===== config.mk =====
export PLATFORM = sky130hd
export DESIGN_NAME = int_to_base_digits
export DESIGN_NICKNAME = d
export VERILOG_FILES = /design/src/rtl/core/itbd_pkg.sv /design/src/rtl/core/itbd_front.sv /design/src/rtl/core/itbd_queue.sv /design/src/rtl/core/itbd_back.sv /design/src/rtl/core/int_to_base_digits.sv
export SDC_FILE = /design/constraint.sdc
export NUM_CORES = 2
export LEC_CHECK = 0
export BUFFER_PORTS_ARGS = -buffer_cell sky130_fd_sc_hd__buf_4
export CAP_MARGIN = 15
export CORE_MARGIN = 3
export CORE_UTILIZATION = 67
export DETAILED_ROUTE_END_ITERATION = 6
export PLACE_DENSITY = 0.84
export SYNTH_ARGS = -nofsm -noshare
export SYNTH_HDL_FRONTEND = slang
export SYNTH_SLANG_ARGS = --single-unit

===== constraint.sdc =====
create_clock -name clk_i -period 8.7 [get_ports clk_i]
set_input_delay 1.305 -clock clk_i [delete_from_list [all_inputs] [get_ports clk_i]]
set_output_delay 1.305 -clock clk_i [all_outputs]
set_load 0.01 [all_outputs]

===== src/rtl/core/itbd_pkg.sv =====
// Shared types, widths, character codes and the reciprocal table for the
// integer-to-text converter. No dependencies.
`default_nettype none

package itbd_pkg;

  localparam int ValueBits  = 32;
  localparam int CountW     = $clog2(ValueBits + 1);
  localparam int IdxW       = $clog2(ValueBits);
  localparam int BaseW      = 5;
  localparam int DigitW     = 4;
  localparam int CharW      = 7;
  localparam int QueueDepth = 2;
  localparam int QPtrW      = $clog2(QueueDepth);

  typedef logic [ValueBits-1:0] value_t;

  // One classified item handed from the front end to the back end.
  typedef struct packed {
    value_t           mag;
    logic [BaseW-1:0] base;
    logic             neg_dec;
  } item_t;

  localparam logic [BaseW-1:0] RadixReset = 5'd10;
  localparam logic [BaseW-1:0] BaseMin    = 5'd2;
  localparam logic [BaseW-1:0] BaseMax    = 5'd16;
  localparam logic [BaseW-1:0] BaseDec    = 5'd10;

  localparam logic [CharW-1:0] CharMinus  = 7'h2D;
  localparam logic [CharW-1:0] CharZero   = 7'h30;
  localparam logic [CharW-1:0] CharAlphaO = 7'h37;  // 'A' minus ten

  localparam logic [ValueBits:0] Pow = {1'b1, {ValueBits{1'b0}}};

  // Map a digit value to its upper-case ASCII character.
  function automatic logic [CharW-1:0] digit_char(input logic [DigitW-1:0] d);
    logic [CharW-1:0] dx;
    dx = CharW'(d);
    if (d < DigitW'(10)) digit_char = CharZero + dx;
    else digit_char = CharAlphaO + dx;
  endfunction

  // floor(2^ValueBits / base); the estimated quotient is then off by at most one.
  function automatic value_t recip(input logic [BaseW-1:0] b);
    case (b)
      5'd2:    recip = value_t'(Pow / 2);
      5'd3:    recip = value_t'(Pow / 3);
      5'd4:    recip = value_t'(Pow / 4);
      5'd5:    recip = value_t'(Pow / 5);
      5'd6:    recip = value_t'(Pow / 6);
      5'd7:    recip = value_t'(Pow / 7);
      5'd8:    recip = value_t'(Pow / 8);
      5'd9:    recip = value_t'(Pow / 9);
      5'd10:   recip = value_t'(Pow / 10);
      5'd11:   recip = value_t'(Pow / 11);
      5'd12:   recip = value_t'(Pow / 12);
      5'd13:   recip = value_t'(Pow / 13);
      5'd14:   recip = value_t'(Pow / 14);
      5'd15:   recip = value_t'(Pow / 15);
      default: recip = value_t'(Pow / 16);
    endcase
  endfunction

endpackage

`default_nettype wire


===== src/rtl/core/itbd_front.sv =====
// Front end: takes the input item, forms the magnitude and the effective base.
// Depends on itbd_pkg.
`default_nettype none

module itbd_front (
  input  wire logic [itbd_pkg::BaseW-1:0]     radix_i,
  input  wire logic                           in_valid_i,
  output logic                                in_ready_o,
  input  wire logic [itbd_pkg::ValueBits-1:0] number_i,
  output logic                                push_valid_o,
  input  wire logic                           push_ready_i,
  output itbd_pkg::item_t                     push_item_o
);

  logic                       neg;
  logic [itbd_pkg::BaseW-1:0] base;

  always_comb begin
    neg = number_i[itbd_pkg::ValueBits-1];
    if (radix_i < itbd_pkg::BaseMin) begin
      base = itbd_pkg::BaseMin;
    end else if (radix_i > itbd_pkg::BaseMax) begin
      base = itbd_pkg::BaseMax;
    end else begin
      base = radix_i;
    end
    // Two's complement negate keeps the most negative value exact as unsigned.
    push_item_o.mag     = neg ? (~number_i + itbd_pkg::ValueBits'(1)) : number_i;
    push_item_o.base    = base;
    push_item_o.neg_dec = neg && (base == itbd_pkg::BaseDec);
  end

  assign push_valid_o = in_valid_i;
  assign in_ready_o   = push_ready_i;

endmodule

`default_nettype wire


===== src/rtl/core/itbd_queue.sv =====
// Short item queue between front and back end.
// Depends on itbd_pkg.
`default_nettype none

module itbd_queue (
  input  wire logic            clk_i,
  input  wire logic            rst_ni,
  input  wire logic            push_valid_i,
  output logic                 push_ready_o,
  input  wire itbd_pkg::item_t push_item_i,
  output logic                 pop_valid_o,
  input  wire logic            pop_ready_i,
  output itbd_pkg::item_t      pop_item_o
);

  itbd_pkg::item_t              mem_q [itbd_pkg::QueueDepth];
  logic [itbd_pkg::QPtrW-1:0]   wr_ptr_q, wr_ptr_d;
  logic [itbd_pkg::QPtrW-1:0]   rd_ptr_q, rd_ptr_d;
  logic [itbd_pkg::QPtrW:0]     count_q, count_d;
  logic                         push, pop;

  assign push_ready_o = (count_q != (itbd_pkg::QPtrW+1)'(itbd_pkg::QueueDepth));
  assign pop_valid_o  = (count_q != '0);
  assign pop_item_o   = mem_q[rd_ptr_q];
  assign push         = push_valid_i && push_ready_o;
  assign pop          = pop_valid_o && pop_ready_i;

  always_comb begin
    wr_ptr_d = wr_ptr_q;
    rd_ptr_d = rd_ptr_q;
    count_d  = count_q;
    if (push) begin
      wr_ptr_d = (wr_ptr_q == itbd_pkg::QPtrW'(itbd_pkg::QueueDepth - 1)) ? '0
               : wr_ptr_q + itbd_pkg::QPtrW'(1);
    end
    if (pop) begin
      rd_ptr_d = (rd_ptr_q == itbd_pkg::QPtrW'(itbd_pkg::QueueDepth - 1)) ? '0
               : rd_ptr_q + itbd_pkg::QPtrW'(1);
    end
    if (push && !pop) count_d = count_q + (itbd_pkg::QPtrW+1)'(1);
    else if (pop && !push) count_d = count_q - (itbd_pkg::QPtrW+1)'(1);
  end

  always_ff @(posedge clk_i or negedge rst_ni) begin
    if (!rst_ni) begin
      wr_ptr_q <= '0;
      rd_ptr_q <= '0;
      count_q  <= '0;
    end else begin
      wr_ptr_q <= wr_ptr_d;
      rd_ptr_q <= rd_ptr_d;
      count_q  <= count_d;
    end
  end

  always_ff @(posedge clk_i) begin
    if (push) mem_q[wr_ptr_q] <= push_item_i;
  end

endmodule

`default_nettype wire


===== src/rtl/core/itbd_back.sv =====
// Back end: divides out digits one at a time and emits the characters.
// Depends on itbd_pkg.
`default_nettype none

module itbd_back (
  input  wire logic                       clk_i,
  input  wire logic                       rst_ni,
  input  wire logic                       pop_valid_i,
  output logic                            pop_ready_o,
  input  wire itbd_pkg::item_t            pop_item_i,
  output logic                            out_valid_o,
  input  wire logic                       out_ready_i,
  output logic [itbd_pkg::CharW-1:0]      character_o,
  output logic                            last_char_o
);

  localparam int VB = itbd_pkg::ValueBits;

  localparam logic [2:0] StIdle = 3'd0;
  localparam logic [2:0] StMul  = 3'd1;
  localparam logic [2:0] StFix  = 3'd2;
  localparam logic [2:0] StSign = 3'd3;
  localparam logic [2:0] StEmit = 3'd4;
  localparam logic [2:0] StZero = 3'd5;

  logic [2:0]                       state_q, state_d;
  itbd_pkg::value_t                 x_q, x_d;
  itbd_pkg::value_t                 recip_q, recip_d;
  itbd_pkg::value_t                 prod_q, prod_d;
  logic [itbd_pkg::BaseW-1:0]       base_q, base_d;
  logic                             neg_dec_q, neg_dec_d;
  logic [itbd_pkg::CountW-1:0]      cnt_q, cnt_d;
  logic [itbd_pkg::DigitW-1:0]      digit_q [VB];
  logic                             dig_we;
  logic [itbd_pkg::DigitW-1:0]      dig_wdata;
  logic                             out_valid_q, out_valid_d;
  logic [itbd_pkg::CharW-1:0]       char_q, char_d;
  logic                             last_q, last_d;

  logic [2*VB-1:0]                  full_prod;
  itbd_pkg::value_t                 qb, rem0, rem, quo;
  logic                             slot_free;
  logic [itbd_pkg::IdxW-1:0]        rd_idx;

  assign slot_free   = !out_valid_q || out_ready_i;
  assign pop_ready_o = (state_q == StIdle);
  assign rd_idx      = itbd_pkg::IdxW'(cnt_q - itbd_pkg::CountW'(1));

  assign full_prod = (2*VB)'(x_q) * (2*VB)'(recip_q);
  assign prod_d    = full_prod[2*VB-1:VB];

  // Estimated quotient is exact or one low: one compare-and-subtract fixes it.
  always_comb begin
    qb   = prod_q * VB'(base_q);
    rem0 = x_q - qb;
    if (rem0 >= VB'(base_q)) begin
      rem = rem0 - VB'(base_q);
      quo = prod_q + VB'(1);
    end else begin
      rem = rem0;
      quo = prod_q;
    end
  end

  always_comb begin
    state_d     = state_q;
    x_d         = x_q;
    recip_d     = recip_q;
    base_d      = base_q;
    neg_dec_d   = neg_dec_q;
    cnt_d       = cnt_q;
    dig_we      = 1'b0;
    dig_wdata   = rem[itbd_pkg::DigitW-1:0];
    out_valid_d = out_valid_q && !out_ready_i;
    char_d      = char_q;
    last_d      = last_q;
    case (state_q)
      StIdle: begin
        if (pop_valid_i) begin
          x_d       = pop_item_i.mag;
          base_d    = pop_item_i.base;
          recip_d   = itbd_pkg::recip(pop_item_i.base);
          neg_dec_d = pop_item_i.neg_dec;
          cnt_d     = '0;
          state_d   = (pop_item_i.mag == '0) ? StZero : StMul;
        end
      end
      StMul: begin
        state_d = StFix;
      end
      StFix: begin
        dig_we = 1'b1;
        cnt_d  = cnt_q + itbd_pkg::CountW'(1);
        x_d    = quo;
        if (quo != '0) state_d = StMul;
        else if (neg_dec_q) state_d = StSign;
        else state_d = StEmit;
      end
      StSign: begin
        if (slot_free) begin
          out_valid_d = 1'b1;
          char_d      = itbd_pkg::CharMinus;
          last_d      = 1'b0;
          state_d     = StEmit;
        end
      end
      StEmit: begin
        if (slot_free) begin
          out_valid_d = 1'b1;
          char_d      = itbd_pkg::digit_char(digit_q[rd_idx]);
          last_d      = (cnt_q == itbd_pkg::CountW'(1));
          cnt_d       = cnt_q - itbd_pkg::CountW'(1);
          if (cnt_q == itbd_pkg::CountW'(1)) state_d = StIdle;
        end
      end
      StZero: begin
        if (slot_free) begin
          out_valid_d = 1'b1;
          char_d      = itbd_pkg::CharZero;
          last_d      = 1'b1;
          state_d     = StIdle;
        end
      end
      default: begin
        state_d = StIdle;
      end
    endcase
  end

  always_ff @(posedge clk_i or negedge rst_ni) begin
    if (!rst_ni) begin
      state_q     <= StIdle;
      cnt_q       <= '0;
      out_valid_q <= 1'b0;
    end else begin
      state_q     <= state_d;
      cnt_q       <= cnt_d;
      out_valid_q <= out_valid_d;
    end
  end

  always_ff @(posedge clk_i) begin
    x_q       <= x_d;
    recip_q   <= recip_d;
    prod_q    <= prod_d;
    base_q    <= base_d;
    neg_dec_q <= neg_dec_d;
    char_q    <= char_d;
    last_q    <= last_d;
    if (dig_we) digit_q[cnt_q[itbd_pkg::IdxW-1:0]] <= dig_wdata;
  end

  assign out_valid_o = out_valid_q;
  assign character_o = char_q;
  assign last_char_o = last_q;

endmodule

`default_nettype wire


===== src/rtl/core/int_to_base_digits.sv =====
// Top level of the integer-to-text converter: base register, front end,
// item queue and digit back end. Depends on itbd_pkg, itbd_front,
// itbd_queue and itbd_back.
//
// Each input item is a signed 32-bit integer; the block returns its text in
// the base held in the radix register (2 to 16; lower values act as 2, higher
// as 16), one ASCII character per output item, most significant digit first,
// upper-case A-F, last_char_o high on the final character. Zero gives "0";
// a negative value gives a leading '-' in base 10 and only the digits of its
// magnitude in any other base. The front end classifies the item and drops it
// into a two-entry queue, so up to two further items are taken while one is
// being converted. The back end finds each digit in a multiply state and a
// fix state: a 32x32 multiply by the base's reciprocal, then a small multiply,
// subtract and one-step correction. The back end takes no new item until the
// last character of the previous one is in its output register, and characters
// leave at one per cycle while the output is taken. Write the radix only while
// the block is idle.
`default_nettype none

module int_to_base_digits (
  input  wire logic                           clk_i,
  input  wire logic                           rst_ni,
  input  wire logic                           cfg_valid_i,
  output logic                                cfg_ready_o,
  input  wire logic [itbd_pkg::BaseW-1:0]     cfg_data_i,
  input  wire logic                           in_valid_i,
  output logic                                in_ready_o,
  input  wire logic [itbd_pkg::ValueBits-1:0] number_i,
  output logic                                out_valid_o,
  input  wire logic                           out_ready_i,
  output logic [itbd_pkg::CharW-1:0]          character_o,
  output logic                                last_char_o
);

  logic [itbd_pkg::BaseW-1:0] radix_q, radix_d;
  logic                       push_valid, push_ready;
  itbd_pkg::item_t            push_item;
  logic                       pop_valid, pop_ready;
  itbd_pkg::item_t            pop_item;

  // Always take configuration writes.
  assign cfg_ready_o = 1'b1;
  assign radix_d     = cfg_valid_i ? cfg_data_i : radix_q;

  always_ff @(posedge clk_i or negedge rst_ni) begin
    if (!rst_ni) begin
      radix_q <= itbd_pkg::RadixReset;
    end else begin
      radix_q <= radix_d;
    end
  end

  // Classify the item: magnitude, effective base, sign character needed.
  itbd_front u_front (
    .radix_i      (radix_q),
    .in_valid_i   (in_valid_i),
    .in_ready_o   (in_ready_o),
    .number_i     (number_i),
    .push_valid_o (push_valid),
    .push_ready_i (push_ready),
    .push_item_o  (push_item)
  );

  // Hold classified items until the back end is free.
  itbd_queue u_queue (
    .clk_i        (clk_i),
    .rst_ni       (rst_ni),
    .push_valid_i (push_valid),
    .push_ready_o (push_ready),
    .push_item_i  (push_item),
    .pop_valid_o  (pop_valid),
    .pop_ready_i  (pop_ready),
    .pop_item_o   (pop_item)
  );

  // Divide out the digits, then emit sign and digits through the output register.
  itbd_back u_back (
    .clk_i       (clk_i),
    .rst_ni      (rst_ni),
    .pop_valid_i (pop_valid),
    .pop_ready_o (pop_ready),
    .pop_item_i  (pop_item),
    .out_valid_o (out_valid_o),
    .out_ready_i (out_ready_i),
    .character_o (character_o),
    .last_char_o (last_char_o)
  );

endmodule

`default_nettype wire


==> results.cfg <==
[status]
status = finished, final reports clean

[clock_network]
insertion_delay_ns = 0.55
root_buffer = clkbuf_16
cts_buffers = 34
htree_levels = 2
clk_pin_slew_ns = 0.07
cts.sinks = 323
cts_tree = done
clock_path_buffers = 3

[synth]
ys_seq_area_frac = 0.1855
postSynth.asyncResetShare = 0.05882
syn_avg_cell_area_sq_um = 10.12
synth_edf_count = 272
ys_types = 89
synth_top_flop_cell = edfxtp_1
syn_area_sq_um = 50070
ys_ff_latch = 323
synth_nets = 6310
yosysWarnings = 0
syn_inst = 4948

[worst_setup_path]
critical_path_required_ns = 9.13
worstPathArrival_ns = 8.99
critPathLaunchType = register
cp_num_buf_inv = 8
cp-end-kind = register
cp_top_family = adder cells
rrSetupSlack_ns = 0.14
crit_top_cell = fa_1
cp_slowest_cell = edfxtp_1
cp_max_fo = 10
critical_path_class = reg2reg
max_stage_delay_ns = 0.55

[final_layout]
drive_above_1_share = 0.08961
final_core_utilization = 0.7417
area_growth_pct = 8.817
layout_commonest_cell = inv_1
n_fill_cell = 4994
nNetsFinal = 6391
final_cell_mix = inv_1 (1106), fa_1 (1003), nand2_1 (657)

[sta]
slew_headroom = 0.2370
hold-worst-slack_ns = 0.5388
fmax_mhz = 116.8
setup_viol = 0
tightest_slew_ns = 1.144
fin_crit_sh = 0.9839
clock_skew_ns = 0.02623
fin_tns_setup_ns = 0
hold_viol = 0
maxSlewViolCount = 0
period_needed_ns = 8.560

[global_routing]
grtUsageTotal = 0.4030
grt_pass1_wl_um = 235400
grt_overflow = 0
grt_max_degree = 50
grt_antenna_before_repair = 5
grt_pass1_vias = 40440

[floorplan]
ioPinCount = 53
die_area_sq_um = 78040
row_count = 99
coreArea_sq_um = 73450
dieHeight_um = 279.4
die_w_um = 279.4
start_util = 0.6816

[placement]
io_buffers = 51
place_congestion = 1.035
place_hpwl_um = 122500

[route]
firstDrtPassIters = 6
avgRoutedWirePerCell_um = 25.39
drc_errors = 0
vias_per_cell = 6.214
drtAntennaViolNets = 0
vias = 37430
drt_iter0_markers = 3878
wl_um = 152900

[job]
maxCapViolCount = 0

[hold_path]
worstHoldPathType = reg2reg
## worst register-to-register path: cells and delay by family, from the launching register on
| family | cells | cell delay [ns] |
|---|---|---|
| flops | 1 | 0.55 |
| xor+xnor | 1 | 0.11 |
| fa+ha+maj | 9 | 4.26 |
| compound gates | 10 | 2.01 |
| buf+inv | 8 | 0.77 |
| simple gates | 5 | 0.78 |
## cell families (layout without fill, tap and decap cells)
group / Yosys count / after routing / synth area share
AO/OA/AOI/OAI: 358 / 358 / 0.04613
XOR/XNOR: 133 / 133 / 0.02327
adder cells (fa/ha/maj): 1320 / 1320 / 0.4809
buffers and inverters: 1350 / 1457 / 0.1018
flip-flops: 323 / 323 / 0.1855
multiplexers: 96 / 96 / 0.02964
other: 1 / 11 / 0.00007490
AND/OR/NAND/NOR: 1367 / 1367 / 0.1327
## path summary, 6_finish.rpt
| kind | from | endpoint | cells after the start |
|---|---|---|---|
| setup / recovery | u_back.x_q[9] | u_back.prod_q[31] | 33 |
| hold / removal | radix_q[0] | radix_q[0] | 1 |
| setup reg to reg | u_back.x_q[9] | u_back.prod_q[31] | 33 |
| hold reg to reg | radix_q[0] | radix_q[0] | 1 |
| max in group asynchronous | rst_ni | radix_q[1] | 1 |
| min in group asynchronous | rst_ni | u_back.out_valid_o | 1 |
## area by class of cell
cell class,count,area (sq um),share of cell area
clock buffer,43,968.4,0.01778
multi-input combinational,3275,35850,0.6580
sequential,323,9289,0.1705
clock inverter,19,270.3,0.004960
timing repair buffer,288,2726,0.05004
tap,959,1200,0.02202
inverter,1107,4155,0.07627
antenna,10,25.02,0.0004593
## layer usage
metal	GRT usage	share of wire	up-vias
met4	0.2610	0.086	4
met5	0	0.00017	-
met3	0.08809	0.11	814
met2	0.6445	0.46	2750
li1	-	-	15350
met1	0.5020	0.34	18520
## metrics by stage
step,instances,instance area (sq um),setup WS (ns)
finish,6024,54480,0.1398
global route,6014,54460,-0.09894
CTS,5996,54130,0.07233
detailed placement,5934,52850,-0.3038
global placement,5933,52850,-0.1745
floorplan,4948,50070,0.7388
## sequential cells by signal (all words and copies together), names as in the netlist
name	flops
u_queue.mem_q	76
u_queue.wr_ptr_q	1
u_back.character_o	7
radix_q	5
u_queue.rd_ptr_q	1
u_back.base_q	5
u_back.neg_dec_q	1
u_back.out_valid_o	1
u_back.recip_q	22
u_back.last_char_o	1
u_back.digit_q	128
u_back.cnt_q	6
u_queue.count_q	2
u_back.prod_q	32
u_back.state_q	3
u_back.x_q	32
## Yosys cell counts (all sizes together) (40+ instances only)
cell type  instances  area share
nand2            657       0.049
mux4              40       0.018
inv             1106       0.083
xnor2             94       0.016
o21ai             81      0.0081
and2             349       0.044
clkbuf           224       0.017
fa              1007        0.40
ha               313       0.078
edfxtp           272        0.16
a21oi            111       0.011
nor2             118      0.0088
## timing repair
item / in CTS / in global routing
buffers inserted: 0 / 12
hold buffers: 0 / 0
endpoints found under the setup margin: 6 / 7
resized for setup: 7 / 21
pin swaps: 0 / 20
hold endpoints to repair: 0 / 0
cloned: 0 / 2
Power is not shown: default switching activity piles up to over one toggle a cycle in this logic, so the estimate is an artifact.
